==> config.mk <==
export PLATFORM = sky130hd
export DESIGN_NAME = integer_to_ascii_formatter
export DESIGN_NICKNAME = d
export VERILOG_FILES = /design/src/rtl/core/i2a_pkg.sv /design/src/rtl/core/integer_to_ascii_formatter.sv /design/src/rtl/core/i2a_bcd.sv /design/src/rtl/core/i2a_out.sv
export SDC_FILE = /design/constraint.sdc
export NUM_CORES = 1
export LEC_CHECK = 0
export ABC_AREA = 1
export BUFFER_PORTS_ARGS = -buffer_cell sky130_fd_sc_hd__buf_4
export CORE_MARGIN = 5
export CORE_UTILIZATION = 50
export CTS_BUF_LIST = sky130_fd_sc_hd__clkbuf_4 sky130_fd_sc_hd__clkbuf_8 sky130_fd_sc_hd__clkbuf_16
export CTS_CLUSTER_SIZE = 40
export DETAILED_ROUTE_END_ITERATION = 10
export PLACE_DENSITY = 0.69
export SLEW_MARGIN = 10
export SYNTH_ARGS = -nofsm -noshare
export SYNTH_HDL_FRONTEND = slang
export SYNTH_SLANG_ARGS = --single-unit
==> constraint.sdc <==
create_clock -name clk -period 6.1 [get_ports clk]
set_input_delay 0.305 -clock clk [delete_from_list [all_inputs] [get_ports clk]]
set_output_delay 0.305 -clock clk [all_outputs]
set_load 0.05 [all_outputs]
==> src/rtl/core/i2a_pkg.sv <==
// Shared types, codes and helpers for the integer-to-ASCII formatter.
package i2a_pkg;

  localparam logic [2:0] OP_SDEC  = 3'd0;
  localparam logic [2:0] OP_UDEC  = 3'd1;
  localparam logic [2:0] OP_HEXL  = 3'd2;
  localparam logic [2:0] OP_HEXU  = 3'd3;
  localparam logic [2:0] OP_HEX64 = 3'd4;

  localparam int unsigned BIN_W    = 32;
  localparam int unsigned BCD_DIGS = 10;
  localparam int unsigned BCD_W    = 4 * BCD_DIGS;

  localparam logic [7:0]  CH_MINUS  = 8'h2D;
  localparam logic [31:0] COUNT_MAX = 32'hFFFF_FFFF;

  typedef struct packed {
    logic       push;
    logic [7:0] ch;
    logic       last;
  } i2a_char_t;

  function automatic logic [7:0] nib_to_ascii(input logic [3:0] nib, input logic upper);
    logic [7:0] r;
    if (nib < 4'd10) begin
      r = 8'h30 + {4'd0, nib};
    end else if (upper) begin
      r = 8'h41 + {4'd0, nib} - 8'd10;
    end else begin
      r = 8'h61 + {4'd0, nib} - 8'd10;
    end
    return r;
  endfunction

endpackage

==> src/rtl/core/integer_to_ascii_formatter.sv <==
// Integer to ASCII formatter top level: mode decode, digit shifter, sequencer.
// A hex item goes straight to the digit shifter; a decimal item first passes through the
// BCD converter, and a negative one emits a minus sign. Leading zero digits are skipped
// one per cycle. One item at a time: the next is accepted only after the last character
// of the previous one has entered the result register, which the result side can stall.
// Reset (synchronous, active low) clears the sequencer, output valid and count.
module integer_to_ascii_formatter
  import i2a_pkg::*;
(
  input  logic        clk,
  input  logic        rst_n,
  input  logic        in_valid,
  output logic        in_ready,
  input  logic [2:0]  in_op,
  input  logic [63:0] in_value,
  output logic        out_valid,
  input  logic        out_ready,
  output logic [7:0]  out_ch,
  output logic        out_last,
  output logic [31:0] out_chars_total
);

  typedef enum logic [3:0] {
    ST_IDLE = 4'b0001,
    ST_CONV = 4'b0010,
    ST_SIGN = 4'b0100,
    ST_EMIT = 4'b1000
  } state_t;

  state_t      state_r, state_nxt;
  logic [63:0] dig_r, dig_nxt;
  logic [4:0]  cnt_r, cnt_nxt;
  logic        started_r, started_nxt;
  logic        upper_r, upper_nxt;
  logic        neg_r, neg_nxt;

  logic             in_fire;
  logic [31:0]      x;
  logic             bcd_start;
  logic [BIN_W-1:0] bcd_bin;
  logic             bcd_done;
  logic [BCD_W-1:0] bcd_val;
  i2a_char_t        chr;
  logic             out_free;
  logic [3:0]       nib;
  logic             last_dig;
  logic             show;

  assign in_ready = (state_r == ST_IDLE);
  assign in_fire  = in_valid && in_ready;
  assign x        = in_value[31:0];
  assign nib      = dig_r[63:60];
  assign last_dig = (cnt_r == 5'd1);
  assign show     = (nib != 4'd0) || started_r || last_dig;

  always_comb begin
    state_nxt   = state_r;
    dig_nxt     = dig_r;
    cnt_nxt     = cnt_r;
    started_nxt = started_r;
    upper_nxt   = upper_r;
    neg_nxt     = neg_r;
    bcd_start   = 1'b0;
    bcd_bin     = x;
    chr         = '0;
    case (state_r)
      ST_IDLE: begin
        if (in_fire) begin
          started_nxt = 1'b0;
          upper_nxt   = (in_op == OP_HEXU);
          neg_nxt     = 1'b0;
          case (in_op)
            OP_SDEC: begin
              neg_nxt   = x[31];
              bcd_bin   = x[31] ? (32'd0 - x) : x;
              bcd_start = 1'b1;
              state_nxt = ST_CONV;
            end
            OP_UDEC: begin
              bcd_start = 1'b1;
              state_nxt = ST_CONV;
            end
            OP_HEXL, OP_HEXU: begin
              dig_nxt   = {x, 32'd0};
              cnt_nxt   = 5'd8;
              state_nxt = ST_EMIT;
            end
            OP_HEX64: begin
              dig_nxt   = in_value;
              cnt_nxt   = 5'd16;
              state_nxt = ST_EMIT;
            end
            default: state_nxt = ST_IDLE;
          endcase
        end
      end
      ST_CONV: begin
        if (bcd_done) begin
          dig_nxt   = {bcd_val, 24'd0};
          cnt_nxt   = 5'(BCD_DIGS);
          state_nxt = neg_r ? ST_SIGN : ST_EMIT;
        end
      end
      ST_SIGN: begin
        chr.push = 1'b1;
        chr.ch   = CH_MINUS;
        chr.last = 1'b0;
        if (out_free) begin
          state_nxt = ST_EMIT;
        end
      end
      ST_EMIT: begin
        if (show) begin
          chr.push = 1'b1;
          chr.ch   = nib_to_ascii(nib, upper_r);
          chr.last = last_dig;
          if (out_free) begin
            dig_nxt     = {dig_r[59:0], 4'd0};
            cnt_nxt     = cnt_r - 5'd1;
            started_nxt = 1'b1;
            if (last_dig) begin
              state_nxt = ST_IDLE;
            end
          end
        end else begin
          dig_nxt = {dig_r[59:0], 4'd0};
          cnt_nxt = cnt_r - 5'd1;
        end
      end
      default: state_nxt = ST_IDLE;
    endcase
  end

  always_ff @(posedge clk) begin
    if (!rst_n) begin
      state_r <= ST_IDLE;
    end else begin
      state_r <= state_nxt;
    end
    dig_r     <= dig_nxt;
    cnt_r     <= cnt_nxt;
    started_r <= started_nxt;
    upper_r   <= upper_nxt;
    neg_r     <= neg_nxt;
  end

  i2a_bcd u_bcd (
    .clk   (clk),
    .rst_n (rst_n),
    .start (bcd_start),
    .bin   (bcd_bin),
    .done  (bcd_done),
    .bcd   (bcd_val)
  );

  i2a_out u_out (
    .clk             (clk),
    .rst_n           (rst_n),
    .chr             (chr),
    .free            (out_free),
    .out_valid       (out_valid),
    .out_ready       (out_ready),
    .out_ch          (out_ch),
    .out_last        (out_last),
    .out_chars_total (out_chars_total)
  );

  a_emit_cnt: assert property (@(posedge clk) disable iff (!rst_n)
    (state_r == ST_EMIT) |-> cnt_r != 5'd0)
    else $error("emit with no digits left");

  a_done_in_conv: assert property (@(posedge clk) disable iff (!rst_n)
    bcd_done |-> state_r == ST_CONV)
    else $error("bcd result outside conversion");

  a_last_ends_item: assert property (@(posedge clk) disable iff (!rst_n)
    (chr.push && out_free && chr.last) |=> state_r == ST_IDLE)
    else $error("last character did not end the item");

endmodule

==> src/rtl/core/i2a_bcd.sv <==
// Bit-serial binary to BCD converter (shift and add-3), one bit per cycle.
module i2a_bcd
  import i2a_pkg::*;
(
  input  logic             clk,
  input  logic             rst_n,
  input  logic             start,
  input  logic [BIN_W-1:0] bin,
  output logic             done,
  output logic [BCD_W-1:0] bcd
);

  logic [BIN_W-1:0] bin_r, bin_nxt;
  logic [BCD_W-1:0] bcd_r, bcd_nxt;
  logic [BCD_W-1:0] bcd_adj;
  logic [5:0]       cnt_r, cnt_nxt;
  logic             run_r, run_nxt;
  logic             done_r, done_nxt;

  always_comb begin
    for (int i = 0; i < BCD_DIGS; i++) begin
      if (bcd_r[4*i +: 4] >= 4'd5) begin
        bcd_adj[4*i +: 4] = bcd_r[4*i +: 4] + 4'd3;
      end else begin
        bcd_adj[4*i +: 4] = bcd_r[4*i +: 4];
      end
    end
  end

  always_comb begin
    bin_nxt  = bin_r;
    bcd_nxt  = bcd_r;
    cnt_nxt  = cnt_r;
    run_nxt  = run_r;
    done_nxt = 1'b0;
    if (start) begin
      bin_nxt = bin;
      bcd_nxt = '0;
      cnt_nxt = '0;
      run_nxt = 1'b1;
    end else if (run_r) begin
      bcd_nxt = {bcd_adj[BCD_W-2:0], bin_r[BIN_W-1]};
      bin_nxt = {bin_r[BIN_W-2:0], 1'b0};
      cnt_nxt = cnt_r + 6'd1;
      if (cnt_r == 6'(BIN_W - 1)) begin
        run_nxt  = 1'b0;
        done_nxt = 1'b1;
      end
    end
  end

  always_ff @(posedge clk) begin
    if (!rst_n) begin
      run_r  <= 1'b0;
      done_r <= 1'b0;
      cnt_r  <= '0;
    end else begin
      run_r  <= run_nxt;
      done_r <= done_nxt;
      cnt_r  <= cnt_nxt;
    end
    bin_r <= bin_nxt;
    bcd_r <= bcd_nxt;
  end

  assign done = done_r;
  assign bcd  = bcd_r;

  a_cnt_range: assert property (@(posedge clk) disable iff (!rst_n)
    run_r |-> cnt_r < 6'(BIN_W))
    else $error("bcd bit counter out of range");

  a_done_after_run: assert property (@(posedge clk) disable iff (!rst_n)
    done_r |-> !run_r)
    else $error("bcd done while still running");

  a_done_pulse: assert property (@(posedge clk) disable iff (!rst_n)
    done_r |=> !done_r)
    else $error("bcd done held more than one cycle");

endmodule

==> src/rtl/core/i2a_out.sv <==
// Result register with skid-free handoff and saturating character counter.
module i2a_out
  import i2a_pkg::*;
(
  input  logic        clk,
  input  logic        rst_n,
  input  i2a_char_t   chr,
  output logic        free,
  output logic        out_valid,
  input  logic        out_ready,
  output logic [7:0]  out_ch,
  output logic        out_last,
  output logic [31:0] out_chars_total
);

  logic        valid_r, valid_nxt;
  logic [7:0]  ch_r;
  logic        last_r;
  logic [31:0] total_r;
  logic [31:0] count_r, count_nxt;
  logic        fire;

  assign free = !valid_r || out_ready;
  assign fire = chr.push && free;

  always_comb begin
    count_nxt = count_r;
    if (fire && count_r != COUNT_MAX) begin
      count_nxt = count_r + 32'd1;
    end
    valid_nxt = valid_r;
    if (fire) begin
      valid_nxt = 1'b1;
    end else if (out_ready) begin
      valid_nxt = 1'b0;
    end
  end

  always_ff @(posedge clk) begin
    if (!rst_n) begin
      valid_r <= 1'b0;
      count_r <= '0;
    end else begin
      valid_r <= valid_nxt;
      count_r <= count_nxt;
    end
    if (fire) begin
      ch_r    <= chr.ch;
      last_r  <= chr.last;
      total_r <= count_nxt;
    end
  end

  assign out_valid       = valid_r;
  assign out_ch          = ch_r;
  assign out_last        = last_r;
  assign out_chars_total = total_r;

  a_count_step: assert property (@(posedge clk) disable iff (!rst_n)
    (fire && count_r != COUNT_MAX) |=> count_r == $past(count_r) + 32'd1)
    else $error("character count did not advance");

  a_count_sat: assert property (@(posedge clk) disable iff (!rst_n)
    (count_r == COUNT_MAX) |=> count_r == COUNT_MAX)
    else $error("character count left saturation");

  a_total_matches: assert property (@(posedge clk) disable iff (!rst_n)
    fire |=> total_r == count_r)
    else $error("reported total differs from counter");

endmodule

==> impl_results.md, run 1 <==
- Crit path capture type: flop
- Cell area power density: 380 mW/mm2
- CTS tree: yes
- Num Clock Sinks: 229
- Worst clock skew: 12.0 ps
- Core ar.: 0.0241 mm2
- Number of synthesized flops with an enable pin: 144
- Skew-Pair Late Insertion Delay: 520 ps
- Wire length on met1: 13600 um
- Mean post-synth cell area: 8.09 um2
- PostCTS Resize Cnt: 0
- DIE HEIGHT: 166 um
- Area growth from synthesis to layout: 15.4%
- Remaining DRCs: 0
- Hold path start: rst_n
- Mapped cell area: 0.0121 mm2
- Postcts setup bufs: 0
- H-Tree Depth: 1
- Core Rows: 57
- CTS Hold Bufs: 0
- Most frequent cells in the layout: nand2_1, edfxtp_1, nor2_1
- Hold Crit Class: primary input to flop
- Mapped Nets: 1594
- Fmax: 0.278 GHz
- Vias in the first global route: 9787
- Endpoints failing setup: 0
- Asr flop ratio synth: 0%
- Endpoints failing hold: 0
- Placer Congestion: 0.963
- Aggregate global-route resource usage: 22.8%
- FF-to-FF setup slack: 2500 ps
- Setup crit start kind: flop
- Final min period: 3600 ps
- Synth Area in Simple Gates: 26.8%
- Worst reg2reg startpoint: state_r[3]
- Crit Path Max Fanout: 29
- R2r worst-path depth: 6
- Setup TNS: 0 ps
- Worst reg2reg endpoint: dig_r[22]
- DIE AREA: 0.0274 mm2
- Layout cells sized above 1: 11.9%
- Via count: 10400
- Most common cell after layout, fill and taps aside: nand2_1
- Drt initial violations: 947
- Drt pass-1 iters: 6
- Root Driver: clkbuf_16
- Post-Synth Adder-Cell Area: 2.79%
- Crit Path Category: flop to flop
- Synthesis-stage register bit count: 229
- Final core utilization: 57.9%
- Leakage: 5.77 nW
- Slew HR: 28.4%
- VDD IR max: 0.211 mV
- Req. time, crit path: 6280 ps
- Post-synthesis share of cell area spent on xor and xnor gates: 2.68%
- Max Buffers Root-to-Sink: 3
- Starting Density: 50.2%
- Status: complete, no violations
- Hold path depth: 2
- DP HPWL: 22600 um
- Synth warn: 0
- Drt via density: 5.40
- Final net count: 1693
- Worst-margin pin slew: 1070 ps
- WL met2: 15100 um
- Compound-gate portion of the synthesized area: 11.5%
- Part of the cycle the worst path needs: 59.0%
- CTS Buf Count: 25
- CTS clk-pin slew, worst paths: 60 ps
- Avg WL per Cell: 16.2 um
- Hold path endpoint: state_r[0]
- Port bufs: 112
- Yosys cell types: 41
- Final WL: 31400 um
- Die width: 166 um
- Largest family of logic cells by synthesized area: simple AND/OR/NAND/NOR gates
- WL met3: 1910 um
- MaxCap Viol Count: 0
- Largest net degree at the start of global routing: 65
- Crit path DAT: 3780 ps
- Top FF cell, synth: edfxtp_1
- Post-synthesis mux area share: 0%
- Post-synthesis sequential area ratio: 49.8%
- Diodes inserted: 0
- RSZ-0062 raised after global routing: no
- Highest Signal Layer: met4
- DRT antenna net count: 0
- First-pass GRT wire length: 50000 um
- Gr ovfl total: 0
- Synth Instances: 1496
- Antenna violations before repair: 0
- Ports: 114
- Final Max Tran Viols: 0
-- final cells by class --
| class | instances | area [um2] |
|---|---|---|
| fillers | 2285 | 10100 |
| flip-flops and latches | 229 | 6030 |
| multi-input cells | 1078 | 5310 |
| repair buffers | 123 | 923 |
| clock buffers | 34 | 729 |
| inverters | 138 | 520 |
| well taps | 324 | 405 |
| clock inverters | 10 | 52.6 |
-- cell usage after synthesis, drive strengths merged (13+ instances only) --
master	n	area [um2]
nand3	102	546
xor2	32	280
a21oi	69	345
o21ai	101	505
nor2	149	589
nand4	13	81.3
clkbuf	22	82.6
inv	136	513
nand2	474	1800
dfxtp	85	1700
ha	27	338
buf	29	180
a22oi	29	218
edfxtp	144	4320
nand3b	20	150
o31ai	13	97.6
-- report_power, final --
group          switching, W  total (W)  internal (W)
registers          0.000222    0.00245       0.00223
clock network      0.000598    0.00143      0.000835
logic               0.00101    0.00142      0.000413
-- critical path: stages, from the launching register on --
cell and delay, ps:
dfxtp_1 360, nor2_2 190, nand3_2 500, inv_1 780, o21ai_0 290, nor2_4 660
buf_4 450
-- how the worst max path moves through the flow --
stage,start,depth (start not counted),slack (ps),to
final,state_r[3],6,2500,dig_r[22]
after floorplan,state_r[3],6,1570,cnt_r[0]
after global routing,state_r[3],6,2280,dig_r[22]
after CTS,state_r[3],6,2530,dig_r[16]
after detailed placement,state_r[3],6,2520,dig_r[10]
after global placement,state_r[3],6,2590,dig_r[10]
-- sequential cells by signal (all words and copies together), names as in the netlist --
register	count
upper_r	1
neg_r	1
state_r	4
u_out.out_chars_total	32
u_out.out_ch	7
u_out.out_last	1
u_bcd.bin_r	32
u_bcd.bcd	40
u_out.count_r	32
u_bcd.run_r	1
u_bcd.done	1
cnt_r	5
u_bcd.cnt_r	6
dig_r	64
u_out.out_valid	1
started_r	1
-- kinds of logic after synthesis --
kind of cell               count (synthesis)
and+or+nand+nor                          771
AOI/OAI and AO/OA                        242
DFF                                      229
buffers and inverters                    189
xor gates and xnor gates                  37
adders and majority gates                 27
other                                      1
-- layer usage --
layer  up-vias  track usage, %
met3        51            3.13
met5         -               0
met2       331            38.8
li1       5200               -
met1      4863            30.9
met4         0            5.92
-- per-stage QoR --
| step | setup WS, ps | instance area [um2] | power (W) | instances | hold slack (ps) |
|---|---|---|---|---|---|
| finish | 2500 | 14000 | 0.00531 | 1936 | 61.5 |
| global route | 2280 | 14000 | 0.00561 | 1936 | 48.2 |
| CTS | 2530 | 14000 | 0.00534 | 1936 | 45.4 |
| detailed placement | 2520 | 13200 | 0.00389 | 1892 | 452 |
| global placement | 2590 | 13200 | 0.00385 | 1892 | 443 |
| floorplan | 1570 | 12100 | 0.00348 | 1496 | 389 |
Note: power is estimated with default switching activity, not from simulation.
==> inputs of run 2 (changes only) <==
- PLACE_DENSITY: 0.69 -> 0.72
- clock period: 6.1 -> 3.3 ns (I/O delays scaled with it)
==> run 2 against run 1 <==
  * Clock-buffer cell count is 10 higher
  * Sequential power up 84%
  * Power rose by 93%
  * Clock power increased by 110%
  * Sequential share of layout area decreased by 1.9 points
  * Non-clock buffer count increased by 53
  * Combinational power increased by 96%
  * Cell count is 2.9% higher
  * Clock skew rose by 6.6 ps
  * Largest cell class unchanged
  * Highest routed layer is now met5
==> impl_results.md, run 2 (synthesized netlist as in run 1, its figures left out) <==
- Status: complete, no violations
- Largest net degree at the start of global routing: 62
- VDD IR max: 0.460 mV
- Max Buffers Root-to-Sink: 3
- Crit Path Category: flop to flop
- Final instance area: 0.0146 mm2
- Finished Layout Cells: 1993
- Final core utilization: 60.6%
- DIE HEIGHT: 166 um
- Biggest register: dig_r
- Setup TNS: 0 ps
- Remaining DRCs: 0
- Skew-Pair Late Insertion Delay: 540 ps
- Ports: 114
- Hold Crit Class: primary input to flop
- Fillers: 2132
- Postcts setup bufs: 0
- Root Driver: clkbuf_16
- First-pass GRT wire length: 51600 um
- Req. time, crit path: 3720 ps
- Worst-margin pin slew: 1090 ps
- Num Clock Sinks: 229
- Port bufs: 112
- RSZ-0062 raised after global routing: no
- Cell area power density: 701 mW/mm2
- Placer Congestion: 0.950
- Endpoints failing hold: 0
- Slew HR: 26.6%
- Aggregate global-route resource usage: 23.5%
- CTS clk-pin slew, worst paths: 60 ps
- Final min period: 2580 ps
- CTS Buf Count: 26
- Area growth from synthesis to layout: 20.8%
- Drt pass-1 iters: 5
- DIE AREA: 0.0274 mm2
- Endpoints failing setup: 0
- Drt initial violations: 1053
- Starting Density: 50.2%
- Worst clock skew: 18.6 ps
- Core ar.: 0.0241 mm2
- Worst reg2reg startpoint: cnt_r[1]
- Crit Path Max Fanout: 25
- Crit path DAT: 3000 ps
- Register area: 0.00603 mm2
- Total power: 0.0102 W
- MaxCap Viol Count: 0
- DP HPWL: 22700 um
- Via count: 10800
- Vias in the first global route: 10200
- PostCTS Resize Cnt: 0
- Final net count: 1747
- Antenna violations before repair: 1
- Multi-input logic area: 0.00531 mm2
- Hold path start: in_value[1]
- Core Rows: 57
- Crit path from: cnt_r[1]
- Final Max Tran Viols: 0
- Crit path capture type: flop
- Setup crit start kind: flop
- Gr ovfl total: 0
- Most frequent cells in the layout: nand2_1, edfxtp_1, nor2_1
- Placed cell area: 0.0132 mm2
- Die width: 166 um
- Leakage: 6.05 nW
- DRT antenna net count: 0
- H-Tree Depth: 1
- Placed cells: 1896
- Part of the cycle the worst path needs: 78.1%
- Final WL: 32500 um
- Layout cells sized above 1: 12.0%
- Drt via density: 5.43
- Diodes inserted: 0
- Avg WL per Cell: 16.3 um
- Most common cell after layout, fill and taps aside: nand2_1
- Fmax: 0.388 GHz
- Largest register FFs: 64
- CTS tree: yes
run 2: cell count changes in the layout (fill, tap and decap cells not counted), moves of 2 or more:
| cell | before | now |
|---|---|---|
| clkbuf_8 | 3 | 5 |
| dlygate4sd3_1 | 0 | 49 |
| buf_4 | 123 | 126 |
| clkinv_2 | 8 | 1 |
| clkbuf_4 | 5 | 12 |
run 2: area by class of cell:
cell class	instances	area share, %
clock inverter	4	0.411
sequential	229	41.2
multi-input combinational	1078	36.3
inverter	138	3.56
clock buffer	44	5.71
timing repair buffer	176	9.97
tap	324	2.77
run 2: critical path: stages (launching register included):
cell	delay, ps
edfxtp_1	380
inv_1	90
ha_1	140
inv_1	40
nor2_1	80
nand2_1	100
nand2_1	130
nand2_2	90
nand2_1	330
nand2_1	190
nor2_4	520
nand2_1	180
a21oi_1	180
run 2: layer usage:
| metal | GRT usage, % | share of wire (%) | vias up |
|---|---|---|---|
| met5 | 0 | 0.040 | - |
| met4 | 7.16 | 2.9 | 2 |
| met3 | 3.85 | 7.3 | 75 |
| met2 | 38.8 | 47 | 378 |
| met1 | 31.8 | 43 | 5051 |
| li1 | - | - | 5307 |
run 2: power breakdown:
part | internal (W) | switching [W]
sequential | 0.00412 | 0.000393
clock | 0.00180 | 0.00115
combinational | 0.000862 | 0.00192
total | 0.00678 | 0.00347
run 2: what timing repair did:
item,4_1_cts,5_1_grt
hold endpoints to repair,38,0
setup endpoints to repair,0,0
hold buffers,49,0
run 2: final timing paths:
kind | end | cells past startpoint | slack [ps]
hold reg to reg | u_bcd.bcd[27] | 2 | 460
setup reg to reg | u_out.count_r[16] | 12 | 720
setup / recovery | u_out.count_r[16] | 12 | 720
hold / removal | dig_r[1] | 3 | 10
run 2: metrics by stage:
step / setup WS (ps) / hold slack [ps]
2_1_floorplan: 635 / 249
3_3_place_gp: 887 / 445
3_5_place_dp: 781 / 440
4_1_cts: 740 / 0.0401
5_1_grt: 389 / 9.92
6_report: 722 / 9.80
